$ cat src/hw/rtl/odcs_pkg.sv
`default_nettype none

package odcs_pkg;

	localparam int CFG_IDX_W  = 3;
	localparam int CFG_DATA_W = 16;
	localparam int CTR_W      = 16;
	localparam int RAD_W      = 14;
	localparam int THR_W      = 5;
	localparam int COLOR_W    = 8;
	localparam int PIX_W      = 13;
	localparam int BAYER_W    = 4;

	localparam logic [CFG_IDX_W-1:0] CFG_CENTER_X  = 3'd0;
	localparam logic [CFG_IDX_W-1:0] CFG_CENTER_Y  = 3'd1;
	localparam logic [CFG_IDX_W-1:0] CFG_RADIUS    = 3'd2;
	localparam logic [CFG_IDX_W-1:0] CFG_THRESHOLD = 3'd3;
	localparam logic [CFG_IDX_W-1:0] CFG_COLOR     = 3'd4;

	localparam logic [THR_W-1:0] THRESHOLD_RST = 5'd8;

	localparam logic [1:0] DITHER_MASK = 2'd3;

	typedef logic [BAYER_W-1:0] bayer_t;

	// standard 4x4 Bayer matrix, row then column
	function automatic bayer_t bayer_level(input logic [1:0] row, input logic [1:0] col);
		bayer_t lvl;
		lvl = 4'd0;
		case ({row, col})
			4'b00_00: lvl = 4'd0;
			4'b00_01: lvl = 4'd8;
			4'b00_10: lvl = 4'd2;
			4'b00_11: lvl = 4'd10;
			4'b01_00: lvl = 4'd12;
			4'b01_01: lvl = 4'd4;
			4'b01_10: lvl = 4'd14;
			4'b01_11: lvl = 4'd6;
			4'b10_00: lvl = 4'd3;
			4'b10_01: lvl = 4'd11;
			4'b10_10: lvl = 4'd1;
			4'b10_11: lvl = 4'd9;
			4'b11_00: lvl = 4'd15;
			4'b11_01: lvl = 4'd7;
			4'b11_10: lvl = 4'd13;
			4'b11_11: lvl = 4'd5;
			default: lvl = 4'd0;
		endcase
		return lvl;
	endfunction

endpackage

`default_nettype wire

$ cat src/hw/rtl/ordered_dither_circle_scan.sv
// Channel  Direction  Handshake             Payload
// in       sink       in_valid / in_stall   restart
// out      source     out_valid / out_stall pixel_x, pixel_y, paint, paint_color, last
// cfg      sink       cfg_we                cfg_index, cfg_data
//
// One transaction per clock sustained while the output is not stalled; each result passes
// through three register stages: scan step, two squarings, then the sum and radius compare.
// Reset clears the scan position and the pipeline valids and restores the register defaults.
// A stalled output holds; the two inner stages keep filling, so in_stall rises
// only when all three stages are occupied behind a stalled output.
`default_nettype none

module ordered_dither_circle_scan #(
	parameter int SUBPIXEL_SHIFT = 4
) (
	input  wire logic                                  clk,
	input  wire logic                                  arst_n,
	input  wire logic                                  cfg_we,
	input  wire logic [odcs_pkg::CFG_IDX_W-1:0]        cfg_index,
	input  wire logic [odcs_pkg::CFG_DATA_W-1:0]       cfg_data,
	input  wire logic                                  in_valid,
	output logic                                       in_stall,
	input  wire logic                                  restart,
	output logic                                       out_valid,
	input  wire logic                                  out_stall,
	output logic signed [odcs_pkg::PIX_W-1:0]          pixel_x,
	output logic signed [odcs_pkg::PIX_W-1:0]          pixel_y,
	output logic                                       paint,
	output logic [odcs_pkg::COLOR_W-1:0]               paint_color,
	output logic                                       last
);

	localparam int BW = odcs_pkg::CTR_W + 2;
	localparam int CW = BW - SUBPIXEL_SHIFT;
	localparam int DW = BW + 2;
	localparam int SW = 2 * DW;
	localparam int RSQ_W = 2 * odcs_pkg::RAD_W;
	localparam logic [BW-1:0] FRAC_MASK = BW'((1 << SUBPIXEL_SHIFT) - 1);
	localparam logic [DW-1:0] HALF = DW'(1) << (SUBPIXEL_SHIFT - 1);

	logic signed [odcs_pkg::CTR_W-1:0] cx_q, cy_q;
	logic [odcs_pkg::RAD_W-1:0]        rad_q;
	logic [odcs_pkg::THR_W-1:0]        thr_q;
	logic [odcs_pkg::COLOR_W-1:0]      color_q;

	always_ff @(posedge clk or negedge arst_n) begin
		if (!arst_n) begin
			cx_q    <= '0;
			cy_q    <= '0;
			rad_q   <= '0;
			thr_q   <= odcs_pkg::THRESHOLD_RST;
			color_q <= '0;
		end else if (cfg_we) begin
			case (cfg_index)
				odcs_pkg::CFG_CENTER_X:  cx_q    <= cfg_data;
				odcs_pkg::CFG_CENTER_Y:  cy_q    <= cfg_data;
				odcs_pkg::CFG_RADIUS:    rad_q   <= cfg_data[odcs_pkg::RAD_W-1:0];
				odcs_pkg::CFG_THRESHOLD: thr_q   <= cfg_data[odcs_pkg::THR_W-1:0];
				odcs_pkg::CFG_COLOR:     color_q <= cfg_data[odcs_pkg::COLOR_W-1:0];
				default: ;
			endcase
		end
	end

	// bounding box
	logic signed [BW-1:0] cx_b, cy_b, rad_b;
	logic signed [BW-1:0] lo_x_w, hi_x_w, lo_y_w, hi_y_w;
	logic signed [BW-1:0] lo_x_sh, hi_x_sh, lo_y_sh, hi_y_sh;
	logic signed [CW-1:0] min_x, max_x, min_y, max_y;

	assign cx_b   = {{(BW-odcs_pkg::CTR_W){cx_q[odcs_pkg::CTR_W-1]}}, cx_q};
	assign cy_b   = {{(BW-odcs_pkg::CTR_W){cy_q[odcs_pkg::CTR_W-1]}}, cy_q};
	assign rad_b  = {{(BW-odcs_pkg::RAD_W){1'b0}}, rad_q};
	assign lo_x_w = cx_b - rad_b;
	assign hi_x_w = cx_b + rad_b + FRAC_MASK;
	assign lo_y_w = cy_b - rad_b;
	assign hi_y_w = cy_b + rad_b + FRAC_MASK;
	assign lo_x_sh = lo_x_w >>> SUBPIXEL_SHIFT;
	assign hi_x_sh = hi_x_w >>> SUBPIXEL_SHIFT;
	assign lo_y_sh = lo_y_w >>> SUBPIXEL_SHIFT;
	assign hi_y_sh = hi_y_w >>> SUBPIXEL_SHIFT;
	assign min_x = lo_x_sh[CW-1:0];
	assign max_x = hi_x_sh[CW-1:0];
	assign min_y = lo_y_sh[CW-1:0];
	assign max_y = hi_y_sh[CW-1:0];

	// pipeline flow
	logic v_s1, v_s2;
	logic adv_s1, adv_s2, take_in;

	assign adv_s2  = v_s2 && (!out_valid || !out_stall);
	assign adv_s1  = v_s1 && (!v_s2 || adv_s2);
	assign in_stall = v_s1 && !adv_s1;
	assign take_in = in_valid && !in_stall;

	// scan position
	logic signed [CW-1:0] col_q, row_q;
	logic                 started_q;
	logic signed [CW-1:0] col_nxt, row_nxt;
	logic                 wrap;

	assign wrap = restart || !started_q || (row_q > max_y) ||
		((row_q == max_y) && (col_q >= max_x));

	always_comb begin
		col_nxt = col_q + CW'(1);
		row_nxt = row_q;
		if (wrap) begin
			col_nxt = min_x;
			row_nxt = min_y;
		end else if (col_q >= max_x) begin
			col_nxt = min_x;
			row_nxt = row_q + CW'(1);
		end
	end

	always_ff @(posedge clk or negedge arst_n) begin
		if (!arst_n) begin
			col_q     <= '0;
			row_q     <= '0;
			started_q <= 1'b0;
		end else if (take_in) begin
			col_q     <= col_nxt;
			row_q     <= row_nxt;
			started_q <= 1'b1;
		end
	end

	// stage 1: position
	logic signed [CW-1:0] col_s1, row_s1;

	always_ff @(posedge clk or negedge arst_n) begin
		if (!arst_n) begin
			v_s1 <= 1'b0;
		end else if (take_in || adv_s1) begin
			v_s1 <= take_in;
		end
	end

	always_ff @(posedge clk) begin
		if (take_in) begin
			col_s1 <= col_nxt;
			row_s1 <= row_nxt;
		end
	end

	logic signed [DW-1:0] col_d, row_d, cx_d, cy_d, dx, dy;
	logic signed [SW-1:0] sqx, sqy;
	logic                 pass_w, last_w;

	assign col_d = {{(DW-CW){col_s1[CW-1]}}, col_s1};
	assign row_d = {{(DW-CW){row_s1[CW-1]}}, row_s1};
	assign cx_d  = {{(DW-odcs_pkg::CTR_W){cx_q[odcs_pkg::CTR_W-1]}}, cx_q};
	assign cy_d  = {{(DW-odcs_pkg::CTR_W){cy_q[odcs_pkg::CTR_W-1]}}, cy_q};
	assign dx    = (col_d <<< SUBPIXEL_SHIFT) + HALF - cx_d;
	assign dy    = (row_d <<< SUBPIXEL_SHIFT) + HALF - cy_d;
	assign sqx   = dx * dx;
	assign sqy   = dy * dy;
	assign pass_w = {1'b0, odcs_pkg::bayer_level(row_s1[1:0] & odcs_pkg::DITHER_MASK,
		col_s1[1:0] & odcs_pkg::DITHER_MASK)} < thr_q;
	assign last_w = (col_s1 == max_x) && (row_s1 == max_y);

	// stage 2: squares
	logic signed [CW-1:0] col_s2, row_s2;
	logic [SW-1:0]        sqx_s2, sqy_s2;
	logic [RSQ_W-1:0]     rsq_s2;
	logic                 pass_s2, last_s2;

	always_ff @(posedge clk or negedge arst_n) begin
		if (!arst_n) begin
			v_s2 <= 1'b0;
		end else if (adv_s1 || adv_s2) begin
			v_s2 <= adv_s1;
		end
	end

	always_ff @(posedge clk) begin
		if (adv_s1) begin
			col_s2  <= col_s1;
			row_s2  <= row_s1;
			sqx_s2  <= sqx;
			sqy_s2  <= sqy;
			rsq_s2  <= rad_q * rad_q;
			pass_s2 <= pass_w;
			last_s2 <= last_w;
		end
	end

	logic [SW:0]  dist_sq;
	logic         in_circle, paint_w;
	logic [31:0]  col_ext, row_ext;

	assign dist_sq = {1'b0, sqx_s2} + {1'b0, sqy_s2};
	assign in_circle = dist_sq <= {{(SW+1-RSQ_W){1'b0}}, rsq_s2};
	assign paint_w = in_circle && pass_s2;
	assign col_ext = {{(32-CW){col_s2[CW-1]}}, col_s2};
	assign row_ext = {{(32-CW){row_s2[CW-1]}}, row_s2};

	// result register
	always_ff @(posedge clk or negedge arst_n) begin
		if (!arst_n) begin
			out_valid <= 1'b0;
		end else if (adv_s2 || !out_stall) begin
			out_valid <= adv_s2;
		end
	end

	always_ff @(posedge clk) begin
		if (adv_s2) begin
			pixel_x     <= col_ext[odcs_pkg::PIX_W-1:0];
			pixel_y     <= row_ext[odcs_pkg::PIX_W-1:0];
			paint       <= paint_w;
			paint_color <= paint_w ? color_q : '0;
			last        <= last_s2;
		end
	end

endmodule

`default_nettype wire

$ cat config.mk
export PLATFORM = sky130hd
export DESIGN_NAME = ordered_dither_circle_scan
export DESIGN_NICKNAME = d
export VERILOG_FILES = /design/src/hw/rtl/odcs_pkg.sv /design/src/hw/rtl/ordered_dither_circle_scan.sv
export SDC_FILE = /design/constraint.sdc
export NUM_CORES = 2
export LEC_CHECK = 0
export ABC_CLOCK_PERIOD_IN_PS = 16640
export BUFFER_PORTS_ARGS = -buffer_cell sky130_fd_sc_hd__buf_2
export CELL_PAD_IN_SITES_DETAIL_PLACEMENT = 1
export CELL_PAD_IN_SITES_GLOBAL_PLACEMENT = 1
export CORE_ASPECT_RATIO = 1.1
export CORE_MARGIN = 2
export CORE_UTILIZATION = 44
export CTS_CLUSTER_SIZE = 30
export DETAILED_ROUTE_END_ITERATION = 6
export PLACE_DENSITY_LB_ADDON = 0.2
export SLEW_MARGIN = 5
export SYNTH_ARGS = -nofsm -noshare
export SYNTH_HDL_FRONTEND = slang
export SYNTH_SLANG_ARGS = --single-unit
$ cat constraint.sdc
create_clock -name clk -period 16.64 [get_ports clk]
set_input_delay 0 -clock clk [delete_from_list [all_inputs] [get_ports clk]]
set_output_delay 0 -clock clk [all_outputs]
set_load 0.005 [all_outputs]
-- After elaboration in Yosys (flattened, before gate mapping)
Memories as Yosys holds them, arrays and structs flattened. A register that Yosys moved wholly into a read port is not among the register bits.
Cells that the tools add are included.
- magnitude comparators: 4
- add/sub/neg operators: 13
- eq/ne operators: 7
- reductions and logical operators: 27
- multipliers: 3
- mux-type cells: 5
- operator list (cell ; count):
    $mul 20x20->40 ; 2
    $mux 14 ; 4
    $eq 14x14->1 ; 3
    $add 40x40->41 ; 1
    $le 41x28->1 ; 1
    $sub 19x16->20 ; 2
    $add 18x5->19 const B ; 2
    $add 17x5->18 const B ; 2
    $add 16x15->17 ; 2
    $sub 16x15->17 ; 2
    $add 14x2->14 const B ; 2
    $mul 14x14->28 ; 1
    $ge 14x14->1 ; 1
    $gt 14x14->1 ; 1
    $reduce_and 2->1 ; 5
    $logic_or 1x1->1 ; 8
    $logic_and 1x1->1 ; 7
    $eq 3x2->1 const B ; 2
    $logic_not 1->1 ; 6
    $lt 4x5->1 ; 1
    $mux 4 ; 1
    $eq 3x1->1 const B ; 1
    $eq 3x3->1 const B ; 1
    $logic_not 3->1 ; 1
- input bits: 25
- output and inout port bits: 38
- word-level logic and storage cells: 85
- flip-flop bits (word level): 291
- memories kept: 1
- bits in read-only memories: 64
- memories (name ; words ; width ; read ports ; clocked after Yosys merged registers in ; write ports ; RTL line ; text):
    (no name shown) ; 16 ; 4 ; 1 ; 1 ; 0 ; odcs_pkg.sv:30 ; case ({row, col})

-- Depth between registers and ports, before layout
- word-level depth: 10
- gate-level depth with buffers: 41
- depth with buffers taken out: 38

-- Worst setup path before layout
Ideal clock, no wire load.
- kind: register to register
- start point: register cx_q[0] (netlist bit)
- end point: register sqx_s2[38], data pin
- required time: 16.382 ns
- path slack: 7.290 ns
- stages on the path, launching flop included: 40
- library setup time: 0.258 ns
- data arrival time: 9.093 ns
- path buffers: 3
- clock period less this slack: 9.350 ns
- cells stage by stage: dfrtp_1 buf_2 clkinv_1 clkbuf_1 ha_1 a21o_1 a21oi_1 o21bai_1 a21o_1 a31o_2 a211oi_1 nor2_1 xnor2_1 inv_1 clkbuf_1 nand2_1 fa_1 inv_1 (+4 left out) fa_1 fa_1 fa_1 inv_1 fa_1 inv_1 ha_1 nand2_1 o21ai_0 o41ai_1 o211ai_1 a31oi_1 o21ai_0 a21o_1 or3_1 a31o_2 a21oi_1 xnor2_1
- longest elaborated chain between the ends: 2
- RTL lines (what ; RTL line ; text):
    start: declaration ; ordered_dither_circle_scan.sv:41 ; logic signed [odcs_pkg::CTR_W-1:0] cx_q, cy_q;
    start signal: assignment ; ordered_dither_circle_scan.sv:55 ; odcs_pkg::CFG_CENTER_X: cx_q <= cfg_data;
    $sub 19x16->20 ; ordered_dither_circle_scan.sv:155 ; assign dx = (col_d <<< SUBPIXEL_SHIFT) + HALF - cx_d;
    $mul 20x20->40 ; ordered_dither_circle_scan.sv:157 ; assign sqx = dx * dx;
    via sqx[38] ; ordered_dither_circle_scan.sv:148 ; logic signed [SW-1:0] sqx, sqy;
    end signal: assignment ; ordered_dither_circle_scan.sv:181 ; sqx_s2 <= sqx;
    end: declaration ; ordered_dither_circle_scan.sv:165 ; logic [SW-1:0] sqx_s2, sqy_s2;
The timed path passes the listed nets, and every way through them passes these cells.
A chain may end at the register's enable or synchronous reset.

-- Worst setup path after layout
Same ends and word-level chain as after synthesis.

==> metrics.yaml <==
track_usage_pct: 25.8
worstPathMaxFanout: 20
drv_cap: 0
h-tree-depth: 2
crit_arrival_ns: 11.73
fin_skew_ns: 0.0341
drt_iter0_markers: 1590
syn-cell-area_um2: 50000
ios: 63
fin_crit_sh_pct: 68.6
crit_path_end_kind: "register"
ys_seq_area_share_pct: 16.5
yosys_register_bits: 292
final_nets: 6717
clock.fmax_ghz: 0.0876
wl_um: 146000
coreArea_um2: 113000
tightest_slew_ns: 1.09
postCtsSetupRepairBufs: 0
ant_nets: 0
min_from: "cfg_index[1]"
root_buffer: "clkbuf_16"
clock_path_buffers: 3
finalCriticalPeriod_ns: 11.41
drc: 0
die_x_um: 326
drive_above_1_share_pct: 4.88
portBuffers: 62
avgSynthCellArea_um2: 9.60
synth_top_flop_cell: "edfxtp_1"
startpoint: "cx_q[0]"
synth_edf_count: 197
ys_top_cells_by_count: "inv_1 (1208), fa_1 (892), ha_1 (503)"
crit_slowest_cell: "clkinv_1"
hold_class: "in -> reg"
num_vias: 36327
cpMostUsedCell: "fa_1"
rows: 129
place.gp.congestion: 0.902
place_hpwl_um: 121000
status: "complete, no violations"
max_stage_delay_ns: 0.69
startpoint_type: "register"
grt-ovfl-total: 0
async_flop_share_pct: 31.2
die-area_um2: 116000
initial_core_util_pct: 44.4
synthToLayoutAreaGrowth_pct: 7.78
clk_pin_slew_ns: 0.06
netlist_instances: 5213
routedWlPerCell_um: 21.4
vias_per_cell: 5.32
yosys_warnings: 0
rsz0062_at_grt: "no"
clock-sinks: 292
synthTopCellsByArea: "fa_1 (36%), ha_1 (13%), edfxtp_1 (12%), inv_1 (9.1%), dfrtp_1 (4.5%)"
first_global_vias: 40762
diodes: 0
setup_violations: 0
synth_top_area_cell: "fa_1"
synth.most_common_cell: "inv_1"
cts_tree: "yes"
grt_max_degree: 73
final_hold_viol_count: 0
synth_top_area_share_pct: 35.7
crit_required_ns: 16.95
path_class: "reg -> reg"
r2r-start: "cx_q[0]"
clock_latency_ns: 0.57
tns_ns: 0
antenna_found_initial: 4
rrSetupSlack_ns: 5.23
max_slew_margin_pct: 26.5
finalMaxSlewViolations: 0
dr.pass1.iters: 5
die_y_um: 358
cts_buffers: 38
grt_pass1_wl_um: 232000
yosysUniqueCellTypes: 95
worst max-delay path, delay by kind of cell, from the launching register on:
| kind | cells | cell delay [ns] |
|---|---|---|
| fa+ha+maj | 9 | 4.33 |
| compound gates | 13 | 3.01 |
| buf+inv | 7 | 1.60 |
| simple gates | 4 | 0.93 |
| xor+xnor | 2 | 0.76 |
| flops | 1 | 0.53 |
path summary, 6_finish.rpt:
kind | to | cells past startpoint
setup / recovery | sqx_s2[38] | 35
hold / removal | color_q[5] | 3
setup reg to reg | sqx_s2[38] | 35
hold reg to reg | pixel_y[5] | 0
max in group asynchronous | cx_q[7] | 4
min in group asynchronous | col_q[12] | 4
area by class of cell:
type,instances,area (um2)
Clock inverter,25,357
Fill cell,12809,58700
Clock buffer,44,993
Multi-Input combinational cell,3594,36800
Tap cell,1506,1880
Sequential cell,292,8270
Inverter,1226,4600
Timing Repair Buffer,145,1000
flip-flops by register name, summed over array words and instances (netlist names), 14 cells and up, named ones only:
name / count
rsq_s2: 27
sqx_s2: 39
col_q: 14
row_s1: 14
cx_q: 16
col_s1: 14
cy_q: 16
sqy_s2: 39
rad_q: 14
row_q: 14
kinds of logic after synthesis:
group	count (synthesis)	synth area share (%)
compound gates	685	8.82
xor+xnor	274	4.84
fa+ha+maj	1395	48.3
buf+inv	1328	9.99
flops	292	16.5
mux	41	0.888
other cells	1	0.00749
simple gates	1197	10.7
per-layer routing:
layer / global-route usage (%) / vias up / wire length, um
li1: - / 16491 / -
met5: 0 / - / 0
met4: 7.81 / 0 / 4990
met1: 33.1 / 18978 / 61500
met3: 2.11 / 210 / 4910
met2: 46.6 / 648 / 74500
stage by stage:
stage / hold WS [ns] / std cells / setup slack (ns) / utilization (%) / area (um2)
floorplan: -0.296 / 5214 / 7.29 / - / 50000
global placement: -0.0767 / 6740 / 5.67 / 46.5 / 52300
detailed placement: -0.0738 / 6740 / 5.32 / 46.5 / 52300
CTS: 0.00853 / 6832 / 5.31 / 47.9 / 53900
global route: 0.0598 / 6832 / 4.50 / 47.9 / 53900
finish: 0.0395 / 6832 / 5.23 / 47.9 / 53900
placed cells by master (no fill, tap or decap), types with 69 or more instances in the layout:
master | Yosys | routed
edfxtp_1 | 197 | 197
nand2_1 | 416 | 416
dfrtp_1 | 90 | 90
xnor2_1 | 203 | 200
a21oi_1 | 210 | 210
xor2_1 | 69 | 69
ha_1 | 503 | 503
inv_1 | 1208 | 1208
nor2_1 | 410 | 410
a21o_1 | 80 | 80
o21ai_0 | 162 | 162
fa_1 | 892 | 892
what timing repair did:
item / CTS / global route
hold endpoints to repair: 85 / 0
setup endpoints to repair: 0 / 0
resized for setup: 0 / 0
hold buffers: 23 / 0
Power is left out: the tool's default activity adds up to more than one toggle a clock period on the data nets, which glitch-free logic cannot reach.
